File: src/rtl/bssp_pkg.sv
// ----------------------------------------------------------------------------
// bssp_pkg
// Shared codes and types for the beacon SSID parser with BSSID table.
// ----------------------------------------------------------------------------
`default_nettype none

package bssp_pkg;

  localparam int unsigned DEF_TABLE_ENTRIES    = 16;
  localparam int unsigned DEF_SSID_MAX_BYTES   = 32;
  localparam int unsigned DEF_MAX_BUFFER_BYTES = 2048;

  // input ops
  localparam logic [1:0] OP_BYTE  = 2'd0;
  localparam logic [1:0] OP_CLEAR = 2'd1;
  localparam logic [1:0] OP_READ  = 2'd2;

  // result kinds
  localparam logic [1:0] KIND_VERDICT = 2'd0;
  localparam logic [1:0] KIND_HEADER  = 2'd1;
  localparam logic [1:0] KIND_SSID    = 2'd2;
  localparam logic [1:0] KIND_CLEAR   = 2'd3;

  // result status
  localparam logic [2:0] ST_REJECT = 3'd0;
  localparam logic [2:0] ST_NEW    = 3'd1;
  localparam logic [2:0] ST_DUP    = 3'd2;
  localparam logic [2:0] ST_FULL   = 3'd3;
  localparam logic [2:0] ST_NOENT  = 3'd4;

  // commands from front to back
  localparam logic [1:0] CMD_FINISH = 2'd0;
  localparam logic [1:0] CMD_CLEAR  = 2'd1;
  localparam logic [1:0] CMD_READ   = 2'd2;

  localparam int unsigned QUEUE_DEPTH = 2;

  typedef struct packed {
    logic [1:0]  op;
    logic        ok;
    logic [47:0] bssid;
    logic [3:0]  channel;
    logic [5:0]  ssid_size;
    logic [3:0]  idx;
  } cmd_t;

  typedef struct packed {
    logic [1:0]  kind;
    logic [2:0]  status;
    logic [3:0]  idx;
    logic [4:0]  count;
    logic [47:0] bssid;
    logic [3:0]  channel;
    logic [5:0]  ssid_size;
    logic [7:0]  ssid_byte;
    logic        last;
  } res_t;

endpackage

`default_nettype wire

File: src/rtl/bssp_queue.sv
// ----------------------------------------------------------------------------
// bssp_queue
// Small command FIFO between front and back end.
// ----------------------------------------------------------------------------
`default_nettype none

module bssp_queue
  import bssp_pkg::*;
(
  input  wire logic clk_i,
  input  wire logic rst_ni,
  input  wire logic push_i,
  input  cmd_t      push_cmd_i,
  output logic      not_full_o,
  output logic      pop_valid_o,
  output cmd_t      pop_cmd_o,
  input  wire logic pop_i
);

  localparam int unsigned PtrW = $clog2(QUEUE_DEPTH);

  cmd_t             mem_q [QUEUE_DEPTH];
  logic [PtrW-1:0]  wptr_q, rptr_q;
  logic [PtrW:0]    cnt_q;
  logic             do_push, do_pop;

  assign not_full_o  = (cnt_q != (PtrW + 1)'(QUEUE_DEPTH));
  assign pop_valid_o = (cnt_q != '0);
  assign pop_cmd_o   = mem_q[rptr_q];
  assign do_push     = push_i && not_full_o;
  assign do_pop      = pop_i && pop_valid_o;

  always_ff @(posedge clk_i or negedge rst_ni) begin
    if (!rst_ni) begin
      wptr_q <= '0;
      rptr_q <= '0;
      cnt_q  <= '0;
    end else begin
      if (do_push) wptr_q <= wptr_q + 1'b1;
      if (do_pop)  rptr_q <= rptr_q + 1'b1;
      if (do_push && !do_pop) begin
        cnt_q <= cnt_q + 1'b1;
      end else if (do_pop && !do_push) begin
        cnt_q <= cnt_q - 1'b1;
      end
    end
  end

  always_ff @(posedge clk_i) begin
    if (do_push) mem_q[wptr_q] <= push_cmd_i;
  end

endmodule

`default_nettype wire

File: config.mk
export PLATFORM = sky130hd
export DESIGN_NAME = bssp_queue
export DESIGN_NICKNAME = d
export VERILOG_FILES = /design/src/rtl/bssp_pkg.sv /design/src/rtl/bssp_queue.sv
export SDC_FILE = /design/constraint.sdc
export NUM_CORES = 1
export LEC_CHECK = 0
export BUFFER_PORTS_ARGS = -buffer_cell sky130_fd_sc_hd__buf_2
export CORE_MARGIN = 3
export CORE_UTILIZATION = 49
export CTS_BUF_LIST = sky130_fd_sc_hd__clkbuf_4
export DETAILED_ROUTE_END_ITERATION = 8
export PLACE_DENSITY = 0.78
export RECOVER_POWER = 100
export SYNTH_ARGS = -nofsm -noshare
export SYNTH_HDL_FRONTEND = slang
export SYNTH_SLANG_ARGS = --single-unit
File: constraint.sdc
create_clock -name clk_i -period 3.6 [get_ports clk_i]
set_clock_uncertainty 0.15 [all_clocks]
set_input_delay 0.36 -clock clk_i [delete_from_list [all_inputs] [get_ports clk_i]]
set_output_delay 0.36 -clock clk_i [all_outputs]
set_load 0.005 [all_outputs]
==> flow_summary.json, run 1 <==
{
  "critPathSlowestCell": "nor2_1",
  "tightestPinTransition_ns": 1.81,
  "drv_slew": 20,
  "worstPathMaxFanout": 46,
  "synth.area.top_cells": "edfxtp_1 77%, mux2_4 12%, mux2_2 5.6%",
  "insertedDiodeCount": 0,
  "vias": 2777,
  "drt_drc_violations_left": 0,
  "first_pass_iters": 4,
  "die_y_um": 107,
  "synth_top_area_frac": 0.774,
  "clk-insertion-delay-late_ns": 0.50,
  "io_pins": 136,
  "status": "finished with violations",
  "min_period_over_period": 0.809,
  "dp_hpwl_um": 5510,
  "synth_most_common_cell": "edfxtp_1",
  "ff2ff_setup_slack_ns": 0.69,
  "use_met3": 0.0630,
  "ys_async_sr_fraction": 0.0299,
  "met2_usage": 0.292,
  "ctsLongestPathBuffers": 2,
  "hold_path_class": "primary input to flop",
  "p_leak_uw": 0.00236,
  "portBuffers": 135,
  "critical_path.cell_chain": "nand2b_1 > nand2_1 > nor2_1 > buf_12",
  "synth_cells": 220,
  "switching_share": 0.288,
  "dp_cells": 486,
  "cap_viol_max_count": 1,
  "drive_gt1_frac": 0.291,
  "p_int_uw": 3170,
  "drt-total-wl_um": 9250,
  "start_util": 0.509,
  "p_total_uw": 4450,
  "wire_per_inst_um": 15.8,
  "period_minus_slack_ns": 2.91,
  "grt_pass1_vias": 2987,
  "tns_ns": 0,
  "grt_use_total": 0.169,
  "synth_ff_type": "edfxtp_1",
  "slew_headroom": -0.210,
  "synth.distinct_cells": 15,
  "gp_congestion": 0.683,
  "synth-seq-area-share": 0.793,
  "reg2reg_from": "cnt_q[0]",
  "hold_ws_ns": 0.0270,
  "syn_area_mm2": 0.00505,
  "criticalPathCategory": "flop to flop",
  "hold_violations": 0,
  "critPathLaunchType": "flop",
  "grt_busiest_layer": "met2",
  "synth_common_cells": "130 x edfxtp_1, 40 x mux2_4, 25 x mux2_2",
  "ctsRootBufferMaster": "clkbuf_4",
  "cts_resized": 0,
  "max_freq_ghz": 0.343,
  "powerDensity_mw_per_mm2": 673,
  "crit_arrival_ns": 2.94,
  "ys_warn_count": 0,
  "core_mm2": 0.00991,
  "grt_start_max_net_pins": 47,
  "dieArea_mm2": 0.0116,
  "antenna_found_initial": 0,
  "synth_top_area_cell": "edfxtp_1",
  "setup-violations-final": 0,
  "combPwrFrac": 0.270,
  "nets": 511,
  "seq_power_share": 0.522,
  "grt_pass1_wl_um": 14500,
  "use_met1": 0.191,
  "via_per_inst": 4.73,
  "rsz0062_at_grt": "false",
  "layout.cells.non_filler": 587,
  "clkPwrFrac": 0.208,
  "violations": "capacitance limit, slew limit",
  "final_util": 0.667,
  "cts.sinks": 134,
  "critPathMaxStageDelay_ns": 1.34,
  "synthToLayoutAreaGrowth_pct": 30.9,
  "syn-num-nets": 290,
  "drt_iter0_markers": 133,
  "hold_start": "push_i",
  "num_rows": 36,
  "cts.clk_slew.worst_paths_ns": 0.12,
  "end_kind": "flop",
  "numCtsBuffers": 17,
  "cts_tree": "done",
  "crit_path_start": "cnt_q[0]",
  "syn_area_per_cell_um2": 22.9,
  "postRouteAntennaNets": 0,
  "peakVddDrop_v": 0.000323,
  "ys_ff_latch": 134,
  "htreeDepth": 4,
  "synth-edff-count": 130,
  "p_switching_uw": 1280,
  "critical_path_required_ns": 3.63,
  "die_x_um": 107,
  "overflow": 0
}
critical path, delay by kind of cell, from the launching register on:
family        cells  cell delay (ns)
buf+inv           1             0.38
flops             1             0.42
simple gates      3             1.62
layer usage:
layer  vias to the layer above  wire length (µm)
li1                       1312                 -
met1                      1348              3710
met2                       108              4810
met3                         9               633
met4                         0               105
met5                         -                 0
worst paths after layout:
path,to,cells after the start
max,mem_q[0][49],4
min,wptr_q,3
max reg2reg,mem_q[0][49],4
min reg2reg,wptr_q,1
max in group asynchronous,cnt_q[1],4
min in group asynchronous,rptr_q,3
cell families (layout without fill, tap and decap cells):
kind of cell,Yosys count,after routing,share of synthesized area
adder cells (fa/ha/maj),1,1,0.00248
AND/OR/NAND/NOR,7,7,0.00670
flip-flops,134,134,0.793
buffers and inverters,8,242,0.0139
XOR/XNOR,5,5,0.00868
multiplexers,65,65,0.175
cell type report:
cell class                      instances  area (µm²)
Fill cell                             752        3300
Sequential cell                       134        4010
Multi-Input combinational cell         78         830
Clock buffer                           18         135
Clock inverter                         14         138
Timing Repair Buffer                  209        1330
Inverter                                1        3.75
Tap cell                              133         166
timing repair:
action | in CTS | in global routing
hold buffers | 69 | 0
buffers inserted | 0 | 0
hold endpoints to repair | 135 | 0
registers in the layout (all words and copies together) (netlist names):
signal,flops
wptr_q,1
rptr_q,1
mem_q,130
cnt_q,2
power groups by stage:
stage / clock (µW) / combinational, µW / sequential [µW]
finish: 925 / 1200 / 2320
floorplan: 0 / 999 / 2250
CTS: 948 / 1440 / 2350
global placement: 0 / 1360 / 2370
detailed placement: 0 / 1380 / 2390
global route: 1030 / 1330 / 2370
metrics by stage:
step / instance area (µm²) / setup slack (ns)
after detailed placement: 5880 / 1.32
after global routing: 6610 / 0.417
after floorplan: 5050 / 0.682
after global placement: 5880 / 1.35
final: 6610 / 0.688
after CTS: 6850 / 0.747
layout by cell type (no fill, tap or decap), types with 2 or more instances in the layout:
master	Yosys	layout
clkbuf_2	0	3
xor2_1	2	2
nor2_1	2	2
bufinv_16	0	2
edfxtp_1	130	130
clkbuf_4	0	18
clkinvlp_4	0	7
mux2_2	25	25
clkbuf_1	0	65
dfrtp_1	4	3
mux2_4	40	2
dlygate4sd3_1	0	69
clkinv_1	0	3
xnor2_1	3	3
mux2_1	0	38
nand2_1	2	2
buf_2	2	69
(Power assumes the default switching activity.)
==> run 2: changes to the inputs <==
==> constraint.sdc (replaced) <==
create_clock -name clk_i -period 2.5 [get_ports clk_i]
set_clock_uncertainty 0.15 [all_clocks]
set_input_delay 0.25 -clock clk_i [delete_from_list [all_inputs] [get_ports clk_i]]
set_output_delay 0.25 -clock clk_i [all_outputs]
set_load 0.005 [all_outputs]
==> run 2 against run 1 <==
Net effect:
- sequential power increased by 41%
- core utilization increased by 1.1 points
- largest cell class unchanged
- the flow now finishes without violations
- hold slack improved by 0.29 ns
- cell area increased by 1.7%
- via count increased by 3.0%
- flip-flop and latch count unchanged
- sequential share of layout area decreased by 1.0 points
- combinational power increased by 63%
- clock power increased by 65%
- global-route usage increased by 0.39 points
- non-clock buffer count increased by 3
- critical path type is now flop to output pin
==> flow_summary.json, run 2 (synthesis gave the netlist of run 1 again) <==
{
  "drt_drc_violations_left": 0,
  "drive_gt1_frac": 0.302,
  "p_total_uw": 6770,
  "design_area_mm2": 0.00672,
  "hold_path_depth": 2,
  "min_to": "mem_q[1][58]",
  "dieArea_mm2": 0.0116,
  "cts.clk_slew.worst_paths_ns": 0.12,
  "dp_hpwl_um": 5920,
  "setup-violations-final": 0,
  "tightestPinTransition_ns": 0.930,
  "combPwrFrac": 0.290,
  "layout_common_cells": "130 x edfxtp_1, 69 x dlygate4sd3_1, 69 x buf_2, 63 x clkbuf_1, 35 x mux2_1",
  "max_freq_ghz": 0.440,
  "min_period_over_period": 0.909,
  "synthToLayoutAreaGrowth_pct": 33.2,
  "drv_slew": 0,
  "drt_iter0_markers": 96,
  "htreeDepth": 4,
  "critPathSlowestCell": "dfrtp_4",
  "wire_per_inst_um": 16.3,
  "switching_share": 0.280,
  "ctsLongestPathBuffers": 2,
  "via_per_inst": 4.85,
  "grt_pass1_wl_um": 14900,
  "multi_input_area_um2": 841,
  "cap_viol_max_count": 0,
  "criticalPathCategory": "flop to output pin",
  "clk-insertion-delay-late_ns": 0.48,
  "place_area_mm2": 0.00592,
  "p_switching_uw": 1900,
  "layout.cells.non_filler": 590,
  "gp_congestion": 0.645,
  "grt_start_max_net_pins": 34,
  "worstPathMaxFanout": 19,
  "first_pass_iters": 4,
  "critical_path.cell_chain": "buf_4 > mux2_1 > buf_2",
  "largest_registers": "mem_q (130), cnt_q (2)",
  "start_util": 0.509,
  "largest_register_ffs": 130,
  "regArea_mm2": 0.00401,
  "vias": 2859,
  "top_register": "mem_q",
  "reg2reg_depth": 3,
  "dp_cells": 488,
  "period_minus_slack_ns": 2.27,
  "reg2reg_from": "cnt_q[0]",
  "antenna_found_initial": 0,
  "critical_path_required_ns": 2.10,
  "fillers": 736,
  "peakVddDrop_v": 0.000711,
  "r2r-end": "mem_q[1][1]",
  "ff2ff_setup_slack_ns": 0.24,
  "status": "finished clean",
  "p_leak_uw": 0.00244,
  "die_y_um": 107,
  "postRouteAntennaNets": 0,
  "drt-total-wl_um": 9590,
  "grt_pass1_vias": 3116,
  "cts_tree": "done",
  "insertedDiodeCount": 0,
  "clkPwrFrac": 0.226,
  "io_pins": 136,
  "overflow": 0,
  "seq_power_share": 0.484,
  "hold_path_class": "primary input to flop",
  "nets": 514,
  "rsz0062_at_grt": "false",
  "critPathMaxStageDelay_ns": 0.66,
  "hold_violations": 0,
  "critPathLaunchType": "flop",
  "p_int_uw": 4870,
  "crit_arrival_ns": 1.87,
  "slew_headroom": 0.380,
  "numCtsBuffers": 17,
  "layout_commonest_cell": "edfxtp_1",
  "tns_ns": 0,
  "powerDensity_mw_per_mm2": 1010,
  "grt_use_total": 0.173,
  "core_mm2": 0.00991,
  "hold_start": "push_cmd_i[58]",
  "die_x_um": 107,
  "end_kind": "output pin",
  "num_rows": 36,
  "cts.sinks": 134,
  "portBuffers": 135,
  "ctsRootBufferMaster": "clkbuf_4"
}
## run 2: per-layer routing
metal / global-route usage / routed length (µm)
met2: 0.313 / 5100
met3: 0.0666 / 697
met5: 0 / 0
met1: 0.187 / 3690
met4: 0.0478 / 101
## run 2: metrics by stage
step           setup WS (ns)  hold slack (ns)   util
2_1_floorplan          0.293           -0.196      -
3_3_place_gp           0.552          -0.0931  0.597
3_5_place_dp           0.532          -0.0881  0.597
4_1_cts                0.169            0.266  0.701
5_1_grt               0.0951            0.248  0.678
6_report               0.227            0.320  0.678
## run 2: how the worst max path moves through the flow
stage	start	endpoint	depth (start not counted)	slack, ns
2_1_floorplan	cnt_q[0]	mem_q[0][0]	3	0.29
3_3_place_gp	rptr_q	pop_cmd_o[3]	3	0.55
3_5_place_dp	rptr_q	pop_cmd_o[46]	3	0.53
4_1_cts	rptr_q	pop_cmd_o[46]	3	0.17
5_1_grt	rptr_q	pop_cmd_o[46]	3	0.1
6_report	rptr_q	pop_cmd_o[46]	3	0.23
## run 2: power by group through the flow
| stage | sequential (µW) | combinational (µW) | clock [µW] |
|---|---|---|---|
| 4_1_cts | 3290 | 2300 | 1580 |
| 2_1_floorplan | 3230 | 1440 | 0 |
| 6_report | 3280 | 1960 | 1530 |
| 5_1_grt | 3330 | 2130 | 1700 |
| 3_3_place_gp | 3370 | 2050 | 0 |
| 3_5_place_dp | 3400 | 2090 | 0 |
## run 2: what timing repair did
action                                  CTS  global route
hold endpoints to repair                136             0
endpoints found under the setup margin   19             0
setup buffers                             1             0
hold buffers                             69             0
gates resized for setup                   0             0
## run 2: critical path: cells and delay by family, from the launching register on
family,cells,cell delay [ns]
flops,1,0.66
buf+inv,2,0.39
mux,1,0.34
## run 2: cell type report
cell class / instances / area share
clock buffers: 18 / 0.0201
clock inverters: 14 / 0.0270
repair buffers: 212 / 0.206
inverters: 1 / 0.000559
well taps: 133 / 0.0248
flip-flops and latches: 134 / 0.596
multi-input cells: 78 / 0.125
==> run 3: changes to the inputs <==
--- a/config.mk
+++ b/config.mk
@@ -7,10 +7,11 @@
 export LEC_CHECK = 0
 export BUFFER_PORTS_ARGS = -buffer_cell sky130_fd_sc_hd__buf_2
 export CORE_MARGIN = 3
-export CORE_UTILIZATION = 49
+export CORE_UTILIZATION = 58
 export CTS_BUF_LIST = sky130_fd_sc_hd__clkbuf_4
 export DETAILED_ROUTE_END_ITERATION = 8
-export PLACE_DENSITY = 0.78
+export HOLD_SLACK_MARGIN = 0.03
+export PLACE_DENSITY = 0.87
 export RECOVER_POWER = 100
 export SYNTH_ARGS = -nofsm -noshare
 export SYNTH_HDL_FRONTEND = slang
==> constraint.sdc (replaced) <==
create_clock -name clk_i -period 2.85 [get_ports clk_i]
set_clock_uncertainty 0.15 [all_clocks]
set_input_delay 0.285 -clock clk_i [delete_from_list [all_inputs] [get_ports clk_i]]
set_output_delay 0.285 -clock clk_i [all_outputs]
set_load 0.005 [all_outputs]
==> run 3 against run 2 <==
Net effect:
- combinational power decreased by 16%
- critical path depth increased by 1
- clock-buffer cell count unchanged
- non-clock buffer count decreased by 5
==> flow_summary.json, run 3 (synthesis gave the netlist of run 1 again) <==
{
  "drt-total-wl_um": 9950,
  "hold_ws_ns": 0.361,
  "use_met1": 0.247,
  "crit_arrival_ns": 2.59,
  "numCtsBuffers": 17,
  "io_pins": 136,
  "ctsLongestPathBuffers": 2,
  "setup-violations-final": 0,
  "dp_hpwl_um": 5530,
  "end_kind": "flop",
  "place_area_mm2": 0.00586,
  "drt_drc_violations_left": 0,
  "grt_pass1_vias": 3066,
  "p_switching_uw": 1720,
  "htreeDepth": 4,
  "cap_viol_max_count": 0,
  "combPwrFrac": 0.276,
  "layout_commonest_cell": "edfxtp_1",
  "p_total_uw": 5940,
  "tightestPinTransition_ns": 1.29,
  "largest_register_ffs": 130,
  "peakVddDrop_v": 0.000616,
  "crit_path_start": "cnt_q[0]",
  "r2r-end": "mem_q[0][25]",
  "clkPwrFrac": 0.238,
  "cts.clk_slew.worst_paths_ns": 0.12,
  "critPathMaxStageDelay_ns": 0.99,
  "dieArea_mm2": 0.00986,
  "p_int_uw": 4220,
  "hold_path_class": "primary input to flop",
  "gp_congestion": 0.697,
  "via_per_inst": 5.03,
  "grt_start_max_net_pins": 53,
  "clk-insertion-delay-late_ns": 0.48,
  "grt_pass1_wl_um": 15500,
  "seq_power_share": 0.486,
  "cts_tree": "done",
  "hold_violations": 0,
  "crit_buf_inv": 1,
  "grt_use_total": 0.212,
  "die_x_um": 99.3,
  "antenna_found_initial": 0,
  "first_pass_iters": 4,
  "reg2reg_from": "cnt_q[0]",
  "layout_common_cells": "130 x edfxtp_1, 70 x buf_2, 69 x dlygate4sd3_1, 63 x clkbuf_1, 38 x mux2_1",
  "criticalPathCategory": "flop to flop",
  "use_met3": 0.0631,
  "rsz0062_at_grt": "false",
  "portBuffers": 135,
  "start_util": 0.605,
  "ctsRootBufferMaster": "clkbuf_4",
  "period_minus_slack_ns": 2.57,
  "die_y_um": 99.3,
  "insertedDiodeCount": 0,
  "drt_iter0_markers": 128,
  "grt_busiest_layer": "met2",
  "cts_resized": 0,
  "num_rows": 33,
  "core_mm2": 0.00834,
  "critPathSlowestCell": "nor2_1",
  "largest_registers": "mem_q (130), cnt_q (2)",
  "drive_gt1_frac": 0.296,
  "reg2reg_depth": 4,
  "powerDensity_mw_per_mm2": 893,
  "nets": 509,
  "vias": 2799,
  "critPathLaunchType": "flop",
  "critical_path_required_ns": 2.87,
  "max_freq_ghz": 0.389,
  "drv_slew": 0,
  "worstPathMaxFanout": 52,
  "cpLargestDelayFamily": "simple AND/OR/NAND/NOR gates",
  "status": "finished clean",
  "min_period_over_period": 0.903,
  "tns_ns": 0,
  "cts.sinks": 134,
  "overflow": 0,
  "ff2ff_setup_slack_ns": 0.28,
  "met2_usage": 0.381,
  "design_area_mm2": 0.00665,
  "wire_per_inst_um": 17.9,
  "top_register": "mem_q",
  "min_to": "mem_q[0][63]",
  "hold_path_depth": 2,
  "p_leak_uw": 0.00241,
  "slew_headroom": 0.134,
  "postRouteAntennaNets": 0,
  "synthToLayoutAreaGrowth_pct": 31.8,
  "critical_path.cell_chain": "nand2b_1 > nand2_1 > nor2_1 > buf_12",
  "hold_start": "push_cmd_i[63]",
  "switching_share": 0.289
}
[run 3: repair_timing]
action | in CTS | in global routing
hold buffers | 69 | 0
setup buffers | 0 | 0
hold endpoints to repair | 136 | 0
[run 3: worst max-delay path by stage]
stage	slack, ns	cells after the start	endpoint
global route	0.12	4	mem_q[0][25]
global placement	0.90	3	pop_cmd_o[51]
CTS	0.33	3	pop_cmd_o[41]
detailed placement	0.88	3	pop_cmd_o[41]
floorplan	0.13	2	mem_q[1][0]
finish	0.28	4	mem_q[0][25]
[run 3: area by class of cell]
class | count | area (µm²)
sequential | 134 | 4010
fill | 489 | 1690
timing repair buffer | 207 | 1350
multi-input combinational | 78 | 830
clock inverter | 14 | 198
clock buffer | 18 | 135
tap | 105 | 131
inverter | 1 | 3.75
[run 3: metrics by stage]
step | worst slack [ns] | instances | utilization
finish | 0.276 | 557 | 0.797
floorplan | 0.134 | 220 | -
CTS | 0.325 | 557 | 0.825
detailed placement | 0.882 | 456 | 0.703
global route | 0.121 | 557 | 0.797
global placement | 0.900 | 456 | 0.703
[run 3: worst reg2reg max path, cell delays in order, from the launching register on]
cell	delay [ns]
dfrtp_1	0.42
nand2b_1	0.17
nand2_1	0.12
nor2_1	0.99
buf_12	0.37
[run 3: routing by layer]
metal / routed length [µm] / vias up
met1: 3970 / 1352
met4: 76 / 0
li1: - / 1311
met2: 5290 / 130
met3: 617 / 6
met5: 0 / -
[run 3: power groups by stage]
stage          combinational (µW)  clock (µW)  sequential (µW)
4_1_cts                      1920        1430             2900
3_5_place_dp                 1830           0             2940
5_1_grt                      1780        1530             2930
2_1_floorplan                1270           0             2840
3_3_place_gp                 1800           0             2910
6_report                     1640        1410             2880
