**src/rtl/bssp_pkg.sv**
```systemverilog
// ----------------------------------------------------------------------------
// bssp_pkg
// Shared codes and types for the beacon SSID parser with BSSID table.
// ----------------------------------------------------------------------------
`default_nettype none

package bssp_pkg;

  localparam int unsigned DEF_TABLE_ENTRIES    = 16;
  localparam int unsigned DEF_SSID_MAX_BYTES   = 32;
  localparam int unsigned DEF_MAX_BUFFER_BYTES = 2048;

  // input ops
  localparam logic [1:0] OP_BYTE  = 2'd0;
  localparam logic [1:0] OP_CLEAR = 2'd1;
  localparam logic [1:0] OP_READ  = 2'd2;

  // result kinds
  localparam logic [1:0] KIND_VERDICT = 2'd0;
  localparam logic [1:0] KIND_HEADER  = 2'd1;
  localparam logic [1:0] KIND_SSID    = 2'd2;
  localparam logic [1:0] KIND_CLEAR   = 2'd3;

  // result status
  localparam logic [2:0] ST_REJECT = 3'd0;
  localparam logic [2:0] ST_NEW    = 3'd1;
  localparam logic [2:0] ST_DUP    = 3'd2;
  localparam logic [2:0] ST_FULL   = 3'd3;
  localparam logic [2:0] ST_NOENT  = 3'd4;

  // commands from front to back
  localparam logic [1:0] CMD_FINISH = 2'd0;
  localparam logic [1:0] CMD_CLEAR  = 2'd1;
  localparam logic [1:0] CMD_READ   = 2'd2;

  localparam int unsigned QUEUE_DEPTH = 2;

  typedef struct packed {
    logic [1:0]  op;
    logic        ok;
    logic [47:0] bssid;
    logic [3:0]  channel;
    logic [5:0]  ssid_size;
    logic [3:0]  idx;
  } cmd_t;

  typedef struct packed {
    logic [1:0]  kind;
    logic [2:0]  status;
    logic [3:0]  idx;
    logic [4:0]  count;
    logic [47:0] bssid;
    logic [3:0]  channel;
    logic [5:0]  ssid_size;
    logic [7:0]  ssid_byte;
    logic        last;
  } res_t;

endpackage

`default_nettype wire

```
**src/rtl/bssp_front.sv**
```systemverilog
// ----------------------------------------------------------------------------
// bssp_front
// Byte-level frame parser: type check, BSSID capture, element walk, SSID
// capture buffer. Pushes finish/clear/read commands to the back end.
// ----------------------------------------------------------------------------
`default_nettype none

module bssp_front
  import bssp_pkg::*;
#(
  parameter int unsigned SSID_MAX_BYTES   = DEF_SSID_MAX_BYTES,
  parameter int unsigned MAX_BUFFER_BYTES = DEF_MAX_BUFFER_BYTES
) (
  input  wire logic        clk_i,
  input  wire logic        rst_ni,
  input  wire logic        in_valid_i,
  output logic             in_ready_o,
  input  wire logic [1:0]  op_i,
  input  wire logic [7:0]  data_byte_i,
  input  wire logic        last_byte_i,
  input  wire logic [3:0]  channel_i,
  input  wire logic [3:0]  entry_index_i,
  output logic             push_o,
  output cmd_t             push_cmd_o,
  input  wire logic        q_ready_i,
  input  wire logic        frame_done_i,
  input  wire logic        cap_rd_en_i,
  input  wire logic [((SSID_MAX_BYTES > 1) ? $clog2(SSID_MAX_BYTES) : 1)-1:0] cap_rd_addr_i,
  output logic [7:0]       cap_rd_data_o
);

  localparam int unsigned SAddrW   = (SSID_MAX_BYTES > 1) ? $clog2(SSID_MAX_BYTES) : 1;
  localparam int unsigned PosLimit = (MAX_BUFFER_BYTES < 4095) ? MAX_BUFFER_BYTES : 4095;

  localparam logic [1:0] PH_TAG  = 2'd0;
  localparam logic [1:0] PH_LEN  = 2'd1;
  localparam logic [1:0] PH_BODY = 2'd2;

  logic [11:0] pos_q, pos_d;
  logic        type_ok_q, type_ok_d;
  logic [47:0] bssid_q, bssid_d;
  logic [1:0]  phase_q, phase_d;
  logic        is_ssid_q, is_ssid_d;
  logic [7:0]  remain_q, remain_d;
  logic        stopped_q, stopped_d;
  logic [5:0]  found_q, found_d;
  logic        busy_q;
  logic        cap_we;
  logic        accept, take, finish;

  logic [7:0]  cap_mem [SSID_MAX_BYTES];

  assign in_ready_o = !busy_q && q_ready_i;
  assign accept     = in_valid_i && in_ready_o;
  assign take       = (op_i == OP_BYTE) && (pos_q < 12'(PosLimit));
  assign finish     = accept && (op_i == OP_BYTE) && last_byte_i;

  always_comb begin
    pos_d     = pos_q;
    type_ok_d = type_ok_q;
    bssid_d   = bssid_q;
    phase_d   = phase_q;
    is_ssid_d = is_ssid_q;
    remain_d  = remain_q;
    stopped_d = stopped_q;
    found_d   = found_q;
    cap_we    = 1'b0;
    if (take) begin
      pos_d = pos_q + 12'd1;
      if (pos_q == 12'd24) begin
        type_ok_d = ((data_byte_i & 8'hFC) == 8'h80);
      end
      if (pos_q >= 12'd40 && pos_q <= 12'd45) begin
        bssid_d = {bssid_q[39:0], data_byte_i};
      end
      // element walk starts at frame offset 60
      if (pos_q >= 12'd60 && !stopped_q) begin
        unique case (phase_q)
          PH_TAG: begin
            is_ssid_d = (data_byte_i == 8'h00);
            phase_d   = PH_LEN;
          end
          PH_LEN: begin
            remain_d = data_byte_i;
            if (data_byte_i == 8'h00) begin
              if (is_ssid_q) stopped_d = 1'b1;
              phase_d = PH_TAG;
            end else begin
              phase_d = PH_BODY;
            end
          end
          default: begin
            if (is_ssid_q && found_q < 6'(SSID_MAX_BYTES)) begin
              cap_we  = 1'b1;
              found_d = found_q + 6'd1;
            end
            remain_d = remain_q - 8'd1;
            if (remain_q == 8'd1) begin
              if (is_ssid_q) stopped_d = 1'b1;
              phase_d = PH_TAG;
            end
          end
        endcase
      end
    end
  end

  always_comb begin
    push_o     = 1'b0;
    push_cmd_o = '0;
    if (accept) begin
      case (op_i)
        OP_BYTE: begin
          push_o               = last_byte_i;
          push_cmd_o.op        = CMD_FINISH;
          push_cmd_o.ok        = (pos_d >= 12'd62) && type_ok_d;
          push_cmd_o.bssid     = bssid_d;
          push_cmd_o.channel   = channel_i;
          push_cmd_o.ssid_size = stopped_d ? found_d : 6'd0;
        end
        OP_CLEAR: begin
          push_o        = 1'b1;
          push_cmd_o.op = CMD_CLEAR;
        end
        OP_READ: begin
          push_o         = 1'b1;
          push_cmd_o.op  = CMD_READ;
          push_cmd_o.idx = entry_index_i;
        end
        default: ;
      endcase
    end
  end

  always_ff @(posedge clk_i or negedge rst_ni) begin
    if (!rst_ni) begin
      pos_q     <= '0;
      type_ok_q <= 1'b0;
      bssid_q   <= '0;
      phase_q   <= PH_TAG;
      is_ssid_q <= 1'b0;
      remain_q  <= '0;
      stopped_q <= 1'b0;
      found_q   <= '0;
      busy_q    <= 1'b0;
    end else begin
      if (finish) begin
        pos_q     <= '0;
        type_ok_q <= 1'b0;
        bssid_q   <= '0;
        phase_q   <= PH_TAG;
        is_ssid_q <= 1'b0;
        remain_q  <= '0;
        stopped_q <= 1'b0;
        found_q   <= '0;
      end else if (accept && op_i == OP_BYTE) begin
        pos_q     <= pos_d;
        type_ok_q <= type_ok_d;
        bssid_q   <= bssid_d;
        phase_q   <= phase_d;
        is_ssid_q <= is_ssid_d;
        remain_q  <= remain_d;
        stopped_q <= stopped_d;
        found_q   <= found_d;
      end
      // hold off input until the back end signals that it is done with the frame
      if (finish) begin
        busy_q <= 1'b1;
      end else if (frame_done_i) begin
        busy_q <= 1'b0;
      end
    end
  end

  always_ff @(posedge clk_i) begin
    if (accept && cap_we) begin
      cap_mem[found_q[SAddrW-1:0]] <= data_byte_i;
    end
    if (cap_rd_en_i) begin
      cap_rd_data_o <= cap_mem[cap_rd_addr_i];
    end
  end

endmodule

`default_nettype wire

```
**config.mk**
```make
export PLATFORM = sky130hd
export DESIGN_NAME = bssp_front
export DESIGN_NICKNAME = d
export VERILOG_FILES = /design/src/rtl/bssp_pkg.sv /design/src/rtl/bssp_front.sv
export SDC_FILE = /design/constraint.sdc
export NUM_CORES = 1
export LEC_CHECK = 0
export ABC_AREA = 1
export BUFFER_PORTS_ARGS = -buffer_cell sky130_fd_sc_hd__buf_2
export CAP_MARGIN = 20
export CELL_PAD_IN_SITES_DETAIL_PLACEMENT = 1
export CELL_PAD_IN_SITES_GLOBAL_PLACEMENT = 1
export CORE_ASPECT_RATIO = 0.8
export CORE_MARGIN = 5
export CORE_UTILIZATION = 45
export DETAILED_ROUTE_END_ITERATION = 10
export HOLD_SLACK_MARGIN = 0.06
export MAX_ROUTING_LAYER = met4
export PLACE_DENSITY = 0.85
export SYNTH_ARGS = -nofsm -noshare
export SYNTH_HDL_FRONTEND = slang
export SYNTH_SLANG_ARGS = --single-unit
```
**constraint.sdc**
```tcl
create_clock -name clk_i -period 2.6 [get_ports clk_i]
set_clock_uncertainty 0.05 [all_clocks]
set_input_delay 0.13 -clock clk_i [delete_from_list [all_inputs] [get_ports clk_i]]
set_output_delay 0.13 -clock clk_i [all_outputs]
set_load 0.01 [all_outputs]
```
==> impl_summary.txt, run 1 <==
----------------------------------------------------
[Setup path]
  Worst reg2reg setup slack ... 0.30 ns
  Sort of element at the start of the critical path ... register
  Worst Setup End Kind ... output port
  FF-to-FF Start ... pos_q[5]
  Crit path top cell by count ... sky130_fd_sc_hd__nand2_1
  Worst path slowest cell ... sky130_fd_sc_hd__dfrtp_1
  FF-to-FF path depth ... 11
  Largest fanout of any net on the critical path ... 16
  Critical Path Start ... pos_q[1]
  Category of the most critical setup path ... reg2out
  Critical R2R Capture ... cap_mem[4][2]
  Required time reported for the critical path endpoint ... 2.42 ns
  Cell breakdown of the critical path ... inv_2 > ha_1 > o21ai_0 > nand2_1 > nand3_4 > buf_4 > buf_6 > nand2_1 > o211ai_2 > inv_1 > buf_2
  Arrival time reported for the critical path endpoint ... roughly 2.4 ns
  Largest stage delay, worst path ... around 0.43 ns
  Worst setup path endpoint ... push_cmd_o[22]

[Power]
  Net Sw Frac ... 28.3%
  Combinational group share of total power ... about 15%
  Leakage power ... 7.62 nW
  Part of the power in registers ... 48.2%
  Worst vdd rail ir drop ... 428 uV
  Clock share of power ... 36.8%
  Cell-internal power ... 9.72 mW
  Switching power summed over all nets ... 3.83 mW
  Pwr Density ... between 700 and 800 mW/mm2

[Flow run]
  Reported max-cap violation count ... 0

[STA]
  Max Slew Vio Count ... 0
  Worst rel slew slack ... 51.1%
  Final setup TNS ... 0 ns
  Final-report setup violation count ... 0
  Max Freq ... 0.392 GHz
  Slew @ Worst Pin ... roughly 0.73 ns
  Min Clock Period, post-route ... 2.55 ns
  Part of the cycle the worst path needs ... 98.2%
  Hold Fails Final Rpt ... 0
  Worst hold margin ... 0.150 ns

[Synthesis]
  Count of flip-flops with a built-in enable after synthesis ... 264
  Post-Syn Area ... 0.0156 mm2
  Fraction of registers with async set/reset ... a little under a quarter
  Sequential element share of the synthesized area ... 63.7%
  Synth Net Count ... between 1000 and 1500
  Top-count cell post-synth ... sky130_fd_sc_hd__edfxtp_1
  Register bit count reported by yosys ... 344
  Post-Syn Instances ... 1445
  Synthesis Warnings ... 0
  Leading post-synthesis cells by cell area ... sky130_fd_sc_hd__edfxtp_1 51%, sky130_fd_sc_hd__dfrtp_1 13%, sky130_fd_sc_hd__nor2_1 4.9%
  Area fraction of the dominant cell type after synthesis ... 50.8%
  Ys flop type ... sky130_fd_sc_hd__edfxtp_1
  Average cell area after synthesis ... 10.8 um2
  Cell variety after synth ... 36
  Cell type with the highest aggregate area in the netlist ... sky130_fd_sc_hd__edfxtp_1
  Commonest cells in the netlist ... 264 x sky130_fd_sc_hd__edfxtp_1, 205 x sky130_fd_sc_hd__nor2_1, 197 x sky130_fd_sc_hd__nand2_1

[Detailed routing]
  Routed wirelength normalized by instance count ... between 20 and 25 um
  Antenna Violating Nets Remaining ... 0
  Count of unresolved DRC violations after routing ... 0
  Via Count ... 12100
  DR pass1 iterations ... 5
  Vias per inst ... roughly 5.8
  Final WL ... 50200 um
  Iteration-0 DRC count of the detailed router ... approximately 1200

[Worst hold path]
  Hold Path Class ... in2async

[Clocking]
  Maximum clock insertion buffer count ... 3
  Clock input transition at the sequential cells of the worst setup and hold paths ... 0.06 ns
  Total clock sinks ... 344
  Clock tree from TritonCTS ... done
  Clock Root Buffer ... sky130_fd_sc_hd__clkbuf_16
  Clock Latency Late Sink ... 0.52 ns
  Number of buffers inserted during clock tree synthesis ... 36
  Total number of H-tree levels ... 2

[Die]
  Placeable core region ... roughly 0.034 mm2
  Die span in x ... 218 um
  Starting density of the core ... 45.2%
  Total I/O pin count ... between 100 and 150
  Number of placement rows ... 61
  Height of the die ... 177 um
  Die area ... between 0.03 and 0.04 mm2

[Place]
  Last weighted congestion value of the routability-driven placer ... 0.907
  Port Buf Inserts ... 104
  Detailed placement HPWL ... between 30000 and 40000 um

[Final layout]
  Layout Area Growth over Synthesis ... 16.8%
  Fraction of final layout cells with drive strength greater than 1 ... 19.1%
  Net total in the final layout ... 1624
  Antenna diode instance count ... 0

[Global routing]
  Initial antenna violation count ... 0
  Pin count of the biggest net entering global routing ... 132
  Via count of the first global-routing pass ... 12500
  Global-route wire length before repair ... 75300 um
  GR Util All Layers ... 26.1%
  Residual overflow from global routing ... 0

[Status]
  Outcome ... finished, final reports clean

----------------------------------------------------
-- placed cells by master (no fill, tap or decap), types with 8 or more instances in the layout --
| cell | count |
|---|---|
| sky130_fd_sc_hd__edfxtp_1 | 264 |
| sky130_fd_sc_hd__nor2_1 | 194 |
| sky130_fd_sc_hd__nand2_1 | 194 |
| sky130_fd_sc_hd__inv_1 | 157 |
| sky130_fd_sc_hd__o21ai_0 | 148 |
| sky130_fd_sc_hd__buf_2 | 102 |
| sky130_fd_sc_hd__dfrtp_1 | 78 |
| sky130_fd_sc_hd__o22ai_1 | 63 |
| sky130_fd_sc_hd__buf_4 | 62 |
| sky130_fd_sc_hd__o221ai_1 | 59 |
| sky130_fd_sc_hd__nand3_1 | 56 |
| sky130_fd_sc_hd__o211ai_2 | 40 |
| sky130_fd_sc_hd__clkbuf_16 | 40 |
| sky130_fd_sc_hd__ha_1 | 14 |
| sky130_fd_sc_hd__nor2_2 | 13 |
| sky130_fd_sc_hd__o211ai_1 | 12 |
| sky130_fd_sc_hd__clkinv_1 | 10 |
| sky130_fd_sc_hd__inv_2 | 8 |
| sky130_fd_sc_hd__a21oi_1 | 8 |
| sky130_fd_sc_hd__clkinv_2 | 8 |
-- state kept, by name (all words and copies together) (netlist names) --
signal	cells
phase_q	2
pos_q	12
found_q	6
stopped_q	1
cap_mem	256
type_ok_q	1
is_ssid_q	1
bssid_q	48
busy_q	1
remain_q	8
cap_rd_data_o	8
-- timing repair --
item	CTS	global route
setup endpoints to repair	8	46
hold endpoints to repair	75	0
pin swaps	0	5
hold buffers	5	0
resized for setup	5	25
gates cloned	0	3
setup buffers	0	6
-- cell type report --
class / instances / area [um2]
clock buffer: 47 / 1000
tap: 472 / 591
fill: 3742 / 16300
clock inverter: 19 / 120
inverter: 168 / 647
sequential: 344 / 9930
timing repair buffer: 180 / 1250
multi-input combinational: 850 / 4680
-- power by group through the flow --
stage | clock network, mW | registers (mW) | logic, mW
CTS | 5.03 | 6.52 | 1.97
global route | 5.28 | 6.56 | 2.23
finish | 4.98 | 6.53 | 2.03
floorplan | 0 | 6.53 | 1.28
detailed placement | 0 | 6.62 | 1.89
global placement | 0 | 6.59 | 1.77
-- worst min-delay path by stage --
| stage | startpoint | end | slack [ns] | depth (start not counted) |
|---|---|---|---|---|
| 2_1_floorplan | rst_ni | bssid_q[0] | -0.22 | 0 |
| 3_3_place_gp | rst_ni | bssid_q[46] | 0.18 | 1 |
| 3_5_place_dp | rst_ni | bssid_q[46] | 0.19 | 1 |
| 4_1_cts | in_valid_i | pos_q[11] | 0.13 | 5 |
| 5_1_grt | in_valid_i | pos_q[11] | 0.17 | 5 |
| 6_report | rst_ni | bssid_q[46] | 0.15 | 2 |
-- critical path: cells and delay by family, from the launching register on --
kind                     cells  cell delay (ns)
buffers and inverters        5             0.64
AO/OA/AOI/OAI                2             0.24
flip-flops                   1             0.43
AND/OR/NAND/NOR              3             0.36
adder cells (fa/ha/maj)      1             0.19
-- layer usage --
metal  track usage (%)  up-vias  routed length, um  part of all wire, %
li1                  -     5355                  -                    -
met1              34.2     5974              20300                   40
met2              40.1      640              23200                   46
met3              5.55      141               4510                  9.0
met4              10.7        0               2180                  4.3
met5                 -        -                  0                    0
-- per-stage QoR --
stage / instance area [um2] / worst slack [ns] / std cells / total power, mW / util [%]
final: 18200 / 0.0474 / 2080 / 13.5 / 52.8
after global routing: 18200 / -0.0362 / 2080 / 14.1 / 52.8
after CTS: 18000 / 0.00825 / 2071 / 13.5 / 52.3
after detailed placement: 16900 / 0.291 / 2000 / 8.51 / 48.9
after global placement: 16900 / 0.471 / 2000 / 8.36 / 48.9
after floorplan: 15600 / 0.553 / 1445 / 7.81 / -
-- logic make-up (layout without fill, tap and decap cells) --
group                      count (synthesis)  in the layout  share of synthesized area [%]
and+or+nand+nor                          486            486                           12.9
AOI/OAI and AO/OA                        343            343                           15.1
adders and majority gates                 14             14                           1.12
DFF                                      344            344                           63.7
buffers and inverters                    251            414                           6.73
muxes                                      1              1                         0.0642
xor gates and xnor gates                   6              6                          0.337
Note: power is estimated with default switching activity, not from simulation.
==> run 2, diff against run 1 <==
- CORE_ASPECT_RATIO: 0.8 -> unset
- PLACE_DENSITY: 0.85 -> 0.73
==> run 2 against run 1 <==
Net effect:
- via count down 4.9%
- sequential share of layout area down 0.59 points
- cell area up 1.1%
- sequential power about the same
- flip-flop and latch count unchanged
- maximum frequency up 0.44%
- critical path depth down 3
- core utilization up 0.78 points
- combinational power down 4%
- wire length down 12%
- clock-buffer cell count up 8
- clock power up 5.0%
==> impl_summary.txt, run 2 (synthesis results as in run 1) <==
----------------------------------------------------
[Setup path]
  Cell breakdown of the critical path ... nor2_2 > nand2_2 > nor3_4 > nand3_4 > clkbuf_16 > o211ai_1 > inv_1 > buf_2
  Worst path slowest cell ... sky130_fd_sc_hd__dfrtp_1
  Worst reg2reg setup slack ... 0.28 ns (-0.02 ns)
  FF-to-FF path depth ... 11 (unchanged)
  Sort of element at the start of the critical path ... register
  Largest fanout of any net on the critical path ... 19 (+3)
  Arrival time reported for the critical path endpoint ... 2.36 ns (about the same)
  Critical R2R Capture ... cap_mem[17][6]
  Largest stage delay, worst path ... 0.41 ns (-0.02 ns)
  Category of the most critical setup path ... reg2out
  FF-to-FF Start ... pos_q[4]
  Worst Setup End Kind ... output port
  Required time reported for the critical path endpoint ... 2.42 ns (about the same)

[Place]
  Detailed placement HPWL ... 28500 um (-9.5%)
  Pre-CTS setup slack ... 0.336 ns (+0.0449 ns)
  Last weighted congestion value of the routability-driven placer ... 0.855 (-5.8%)
  Port Buf Inserts ... 104 (unchanged)

[Final layout]
  Layout Area Growth over Synthesis ... 18.1%
  Sequential cell area ... 0.00993 mm2 (about the same)
  Highest-count cells in the layout ignoring fill and taps ... 264 x sky130_fd_sc_hd__edfxtp_1, 198 x sky130_fd_sc_hd__nor2_1, 194 x sky130_fd_sc_hd__nand2_1
  Filler Cells Inserted ... 3782 (+1.1%)
  Multi-input gate area ... 0.00470 mm2 (+0.53%)
  Antenna diode instance count ... 0 (unchanged)
  Fraction of final layout cells with drive strength greater than 1 ... 19.7% (+0.65 points)
  Largest register FFs ... 256 (unchanged)
  Net total in the final layout ... 1644 (+1.2%)
  Most common cell after layout, fill and taps aside ... sky130_fd_sc_hd__edfxtp_1

[Power]
  Part of the power in registers ... 47.6% (-0.6 points)
  Worst vdd rail ir drop ... 655 uV (+53%)
  Pwr Density ... 743 mW/mm2 (-0.15%)
  Net Sw Frac ... 27.1% (-1.2 points)
  Combinational group share of total power ... 14.2% (-0.8 points)
  Cell-internal power ... 9.97 mW (+2.6%)
  Switching power summed over all nets ... 3.71 mW (-3.3%)
  Leakage power ... 7.72 nW (+1.2%)
  Clock share of power ... 38.2% (+1.4 points)

[Worst hold path]
  Hold Startpoint ... data_byte_i[5]
  Hold path depth ... 4
  Worst min-delay path endpoint ... is_ssid_q
  Hold Path Class ... in2reg

[Die]
  Placeable core region ... 0.0344 mm2 (-0.36%)
  Number of placement rows ... 68 (+11%)
  Die area ... 0.0385 mm2 (about the same)
  Height of the die ... 196 um (+11%)
  Die span in x ... 196 um (-10%)
  Total I/O pin count ... 105 (unchanged)
  Starting density of the core ... 45.4% (+0.16 points)

[Detailed routing]
  DR pass1 iterations ... 5 (unchanged)
  Count of unresolved DRC violations after routing ... 0 (unchanged)
  Antenna Violating Nets Remaining ... 0 (unchanged)
  Iteration-0 DRC count of the detailed router ... 771 (-38%)
  Via Count ... 11500 (-4.9%)
  Routed wirelength normalized by instance count ... 21.4 um (-12%)
  Vias per inst ... 5.54 (-4.9%)
  Final WL ... 44400 um (-12%)

[STA]
  Part of the cycle the worst path needs ... 97.7% (-0.43 points)
  RSZ-0062 raised after global routing ... yes
  Max Slew Vio Count ... 0 (unchanged)
  Worst rel slew slack ... 47.5% (-3.6 points)
  Hold Fails Final Rpt ... 0 (unchanged)
  Worst hold margin ... 0.0707 ns (-0.0791 ns)
  Final-report setup violation count ... 0 (unchanged)
  Slack of the critical path ... 0.0586 ns (+0.0112 ns)
  Min Clock Period, post-route ... 2.54 ns (-0.0112 ns)
  Max Freq ... 0.393 GHz (+0.44%)
  Slew @ Worst Pin ... 0.787 ns (+0.0531 ns)

[Global routing]
  Via count of the first global-routing pass ... 12100 (-3.5%)
  Residual overflow from global routing ... 0 (unchanged)
  Global-route wire length before repair ... 68200 um (-9.4%)
  Initial antenna violation count ... 1 (+1)
  Global routing met2 resource utilization ... 39.2% (-0.95 points)
  GR Util All Layers ... 22.9% (-3.2 points)
  Met1 Usage GRT ... 29.5% (-4.7 points)
  Gr busiest metal ... met2
  Pin count of the biggest net entering global routing ... 75 (-43%)
  Met3 Usage GRT ... 2.90% (-2.7 points)

[Clocking]
  Clock Root Buffer ... sky130_fd_sc_hd__clkbuf_16
  Clock input transition at the sequential cells of the worst setup and hold paths ... 0.06 ns (about the same)
  Number of buffers inserted during clock tree synthesis ... 38 (+5.6%)
  Maximum clock insertion buffer count ... 3 (unchanged)
  Clock tree from TritonCTS ... done
  Total clock sinks ... 344 (unchanged)
  Total number of H-tree levels ... 2 (unchanged)
  Clock Latency Late Sink ... 0.53 ns (about the same)

[Status]
  Outcome ... finished, final reports clean

[Flow run]
  Reported max-cap violation count ... 0 (unchanged)

----------------------------------------------------
-- run 2: cell count changes in the layout (fill, tap and decap cells not counted), sizes merged --
cell / change
clkbuf: +9
nand3: +1
buf: +15
clkinv: -12
bufinv: +1
clkinvlp: +3
dlygate4sd3: +1
-- run 2: worst max-delay path by stage --
stage	from	to
2_1_floorplan	pos_q[4]	cap_mem[12][0]
6_report	pos_q[9]	push_cmd_o[14]
4_1_cts	pos_q[0]	push_cmd_o[16]
5_1_grt	pos_q[9]	push_cmd_o[14]
3_3_place_gp	op_i[0]	cap_mem[17][3]
3_5_place_dp	op_i[0]	cap_mem[17][5]
-- run 2: stage by stage --
step           TNS (ns)  total power [mW]  cell area [um2]  utilization [%]  instances
3_5_place_dp          0              8.44            16900             49.1       1992
4_1_cts               0              13.7            18200             52.9       2066
2_1_floorplan         0              7.81            15600                -       1445
5_1_grt          -0.402              14.3            18400             53.6       2081
6_report              0              13.7            18400             53.6       2081
3_3_place_gp          0              8.35            16900             49.1       1992
-- run 2: power groups by stage --
stage	clock network (mW)	logic [mW]	registers, mW
6_report	5.23	1.94	6.51
5_1_grt	5.56	2.18	6.55
4_1_cts	5.32	1.87	6.50
3_5_place_dp	0	1.83	6.61
3_3_place_gp	0	1.76	6.60
2_1_floorplan	0	1.28	6.53
-- run 2: final cells by class --
cell class / instances / area share (%)
clock buffers: 55 / 5.79
clock inverters: 11 / 0.706
inverters: 168 / 3.48
multi-input cells: 851 / 25.5
flip-flops and latches: 344 / 53.9
well taps: 455 / 3.09
repair buffers: 197 / 7.50
-- run 2: per-layer routing --
layer / wire, um / up-vias
met2: 22600 / 266
met5: 0 / -
met3: 1750 / 75
met1: 19000 / 5787
li1: - / 5394
met4: 1070 / 0
-- run 2: timing repair --
item / CTS / global route
setup buffers: 2 / 10
hold buffers: 6 / 0
endpoints found under the hold margin: 100 / 0
pin swaps: 0 / 7
resized for setup: 1 / 29
cloned: 0 / 5
setup endpoints to repair: 40 / 48
-- run 2: critical path, delay by kind of cell, from the launching register on --
kind,cells,cell delay (ns)
buffers and inverters,3,0.48
AOI/OAI and AO/OA,1,0.25
DFF,1,0.41
and+or+nand+nor,4,0.69
==> run 3, diff against run 2 <==
- SETUP_SLACK_MARGIN: unset -> 0.2
==> run 3 against run 2 <==
Net effect:
- first-iteration DRC count grew 16%
- worst setup slack gained 0.036 ns
- via count grew 2.5%
- clock-buffer cell count is the same
- clock power is essentially flat
- cell area grew 3.3%
- sequential share of layout area shrank 1.7 points
- die area is the same
- maximum frequency grew 1.4%
- flip-flop and latch count is the same
- worst hold slack gained 0.013 ns
- power grew 1.6%
- critical endpoint is now push_cmd_o[20]
- largest power group unchanged
==> impl_summary.txt, run 3 (synthesis results as in run 1) <==
----------------------------------------------------
[Status]
  Outcome ... finished, final reports clean

[Global routing]
  Gr busiest metal ... met2
  Global-route wire length before repair ... 70100 um (+2.8%)
  Initial antenna violation count ... 1 (unchanged)
  Via count of the first global-routing pass ... 12400 (+2.4%)
  Met1 Usage GRT ... 30.0% (+0.53 points)
  GR Util All Layers ... 23.6% (+0.66 points)
  Residual overflow from global routing ... 0 (unchanged)
  Met3 Usage GRT ... 2.97% (+0.069 points)
  Pin count of the biggest net entering global routing ... 75 (unchanged)
  Global routing met2 resource utilization ... 40.6% (+1.4 points)

[Clocking]
  Total number of H-tree levels ... 2 (unchanged)
  Number of buffers inserted during clock tree synthesis ... 38 (unchanged)
  Clock Latency Late Sink ... 0.53 ns (about the same)
  Clock tree from TritonCTS ... done
  Total clock sinks ... 344 (unchanged)
  Clock input transition at the sequential cells of the worst setup and hold paths ... 0.06 ns (about the same)
  Maximum clock insertion buffer count ... 3 (unchanged)
  Clock Root Buffer ... sky130_fd_sc_hd__clkbuf_16

[Place]
  Area after DPL ... 0.0169 mm2 (unchanged)
  Port Buf Inserts ... 104 (unchanged)
  Detailed placement HPWL ... 28500 um (unchanged)
  Last weighted congestion value of the routability-driven placer ... 0.855 (unchanged)

[Final layout]
  Highest-count cells in the layout ignoring fill and taps ... 264 x sky130_fd_sc_hd__edfxtp_1, 195 x sky130_fd_sc_hd__nor2_1, 179 x sky130_fd_sc_hd__nand2_1
  Sequential cell area ... 0.00993 mm2 (about the same)
  Total non-filler cell area in the finished layout ... 0.0190 mm2 (+3.3%)
  Multi-input gate area ... 0.00489 mm2 (+3.9%)
  Filler Cells Inserted ... 3728 (-1.4%)
  Layout Area Growth over Synthesis ... 22.0%
  Final core area utilization ... 55.4% (+1.8 points)
  Net total in the final layout ... 1676 (+1.9%)
  Fraction of final layout cells with drive strength greater than 1 ... 23.3% (+3.6 points)
  Largest register FFs ... 256 (unchanged)
  Antenna diode instance count ... 0 (unchanged)
  Most common cell after layout, fill and taps aside ... sky130_fd_sc_hd__edfxtp_1

[Power]
  Cell-internal power ... 10.1 mW (+0.95%)
  Combinational group share of total power ... 15.4% (+1.2 points)
  Leakage power ... 7.96 nW (+3.1%)
  Clock share of power ... 37.6% (-0.6 points)
  Switching power summed over all nets ... 3.83 mW (+3.5%)
  Net Sw Frac ... 27.6% (+0.49 points)
  Pwr Density ... 731 mW/mm2 (-1.6%)
  Part of the power in registers ... 47.0% (-0.6 points)
  Worst vdd rail ir drop ... 657 uV (+0.24%)

[Setup path]
  Worst Setup End Kind ... output port
  Sort of element at the start of the critical path ... register
  FF-to-FF Start ... pos_q[1]
  Required time reported for the critical path endpoint ... 2.42 ns (about the same)
  Arrival time reported for the critical path endpoint ... 2.33 ns (-0.03 ns)
  Critical R2R Capture ... bssid_q[39]
  Worst reg2reg setup slack ... 0.31 ns (+0.03 ns)
  FF-to-FF path depth ... 16 (+5)
  Category of the most critical setup path ... reg2out
  Largest fanout of any net on the critical path ... 9 (-10)

[STA]
  Part of the cycle the worst path needs ... 96.4% (-1.4 points)
  Final setup TNS ... 0 ns (unchanged)
  Worst hold margin ... 0.0841 ns (+0.0134 ns)
  Hold Fails Final Rpt ... 0 (unchanged)
  Final-report setup violation count ... 0 (unchanged)
  RSZ-0062 raised after global routing ... yes
  Slew @ Worst Pin ... 0.775 ns (-0.0119 ns)
  Max Slew Vio Count ... 0 (unchanged)
  Max Freq ... 0.399 GHz (+1.4%)
  Worst rel slew slack ... 48.3% (+0.79 points)
  Min Clock Period, post-route ... 2.51 ns (-0.0363 ns)

[Detailed routing]
  Routed wirelength normalized by instance count ... 21.9 um (+2.7%)
  Vias per inst ... 5.59 (+0.95%)
  Iteration-0 DRC count of the detailed router ... 893 (+16%)
  Via Count ... 11800 (+2.5%)
  Final WL ... 46300 um (+4.2%)
  Antenna Violating Nets Remaining ... 0 (unchanged)
  Count of unresolved DRC violations after routing ... 0 (unchanged)
  DR pass1 iterations ... 7 (+2)

[Die]
  Number of placement rows ... 68 (unchanged)
  Placeable core region ... 0.0344 mm2 (unchanged)
  Total I/O pin count ... 105 (unchanged)
  Starting density of the core ... 45.4% (unchanged)
  Die area ... 0.0385 mm2 (unchanged)
  Die span in x ... 196 um (unchanged)
  Height of the die ... 196 um (unchanged)

[Worst hold path]
  Hold path depth ... 6 (+2)
  Hold Startpoint ... in_valid_i
  Worst min-delay path endpoint ... found_q[2]
  Hold Path Class ... in2reg

[Flow run]
  Reported max-cap violation count ... 0 (unchanged)

----------------------------------------------------
[run 3: changes by cell type in the layout (fill, tap and decap cells not counted), sizes merged]
cell / delta
clkinv: +2
clkinvlp: -1
dlygate4sd3: -1
buf: +34
nand3: -1
inv: -1
[run 3: power groups by stage]
stage | Sequential [mW] | Clock (mW) | Combinational (mW)
after global routing | 6.57 | 5.56 | 2.38
final | 6.53 | 5.23 | 2.15
after global placement | 6.60 | 0 | 1.76
after floorplan | 6.53 | 0 | 1.28
after detailed placement | 6.61 | 0 | 1.83
after CTS | 6.51 | 5.32 | 1.96
[run 3: metal layers]
metal	vias to the layer above	share of wire [%]
li1	5453	-
met1	5956	42
met2	317	52
met3	84	4.2
met4	0	2.4
met5	-	0
[run 3: worst max path at each step]
| stage | slack (ns) | startpoint | to |
|---|---|---|---|
| 2_1_floorplan | 0.55 | pos_q[4] | cap_mem[12][0] |
| 3_3_place_gp | 0.43 | op_i[0] | cap_mem[17][3] |
| 3_5_place_dp | 0.34 | op_i[0] | cap_mem[17][5] |
| 4_1_cts | 0.08 | pos_q[7] | push_cmd_o[20] |
| 5_1_grt | -0.02 | pos_q[1] | push_cmd_o[20] |
| 6_report | 0.09 | pos_q[1] | push_cmd_o[20] |
[run 3: layout make-up]
type	count	share of cell area, %
clock inverter	11	0.684
clock buffer	55	5.60
inverter	168	3.39
tap	455	2.99
multi-input combinational	850	25.7
timing repair buffer	230	9.45
sequential	344	52.2
[run 3: worst max-delay path: stages (launching register included)]
cell and delay, ns:
sky130_fd_sc_hd__dfrtp_1 0.40, sky130_fd_sc_hd__inv_2 0.13, sky130_fd_sc_hd__ha_4 0.15, sky130_fd_sc_hd__o21ai_2 0.05, sky130_fd_sc_hd__nand2_2 0.09, sky130_fd_sc_hd__nand3_4 0.09
sky130_fd_sc_hd__buf_12 0.16, sky130_fd_sc_hd__buf_4 0.14, sky130_fd_sc_hd__buf_12 0.13, sky130_fd_sc_hd__o211ai_1 0.25, sky130_fd_sc_hd__inv_1 0.07, sky130_fd_sc_hd__buf_2 0.14
[run 3: stage by stage]
stage               setup slack (ns)  std cells  power, mW
finish                        0.0948       2113       13.9
CTS                           0.0755       2089       13.8
floorplan                      0.553       1445       7.81
global route                 -0.0182       2113       14.5
global placement               0.433       1992       8.35
detailed placement             0.336       1992       8.44
[run 3: repair_timing]
item,4_1_cts,5_1_grt
cloned,3,4
hold buffers,5,0
gates resized for setup,41,57
setup buffers,23,20
endpoints found under the hold margin,99,0
pin swaps,7,21
endpoints found under the setup margin,52,66
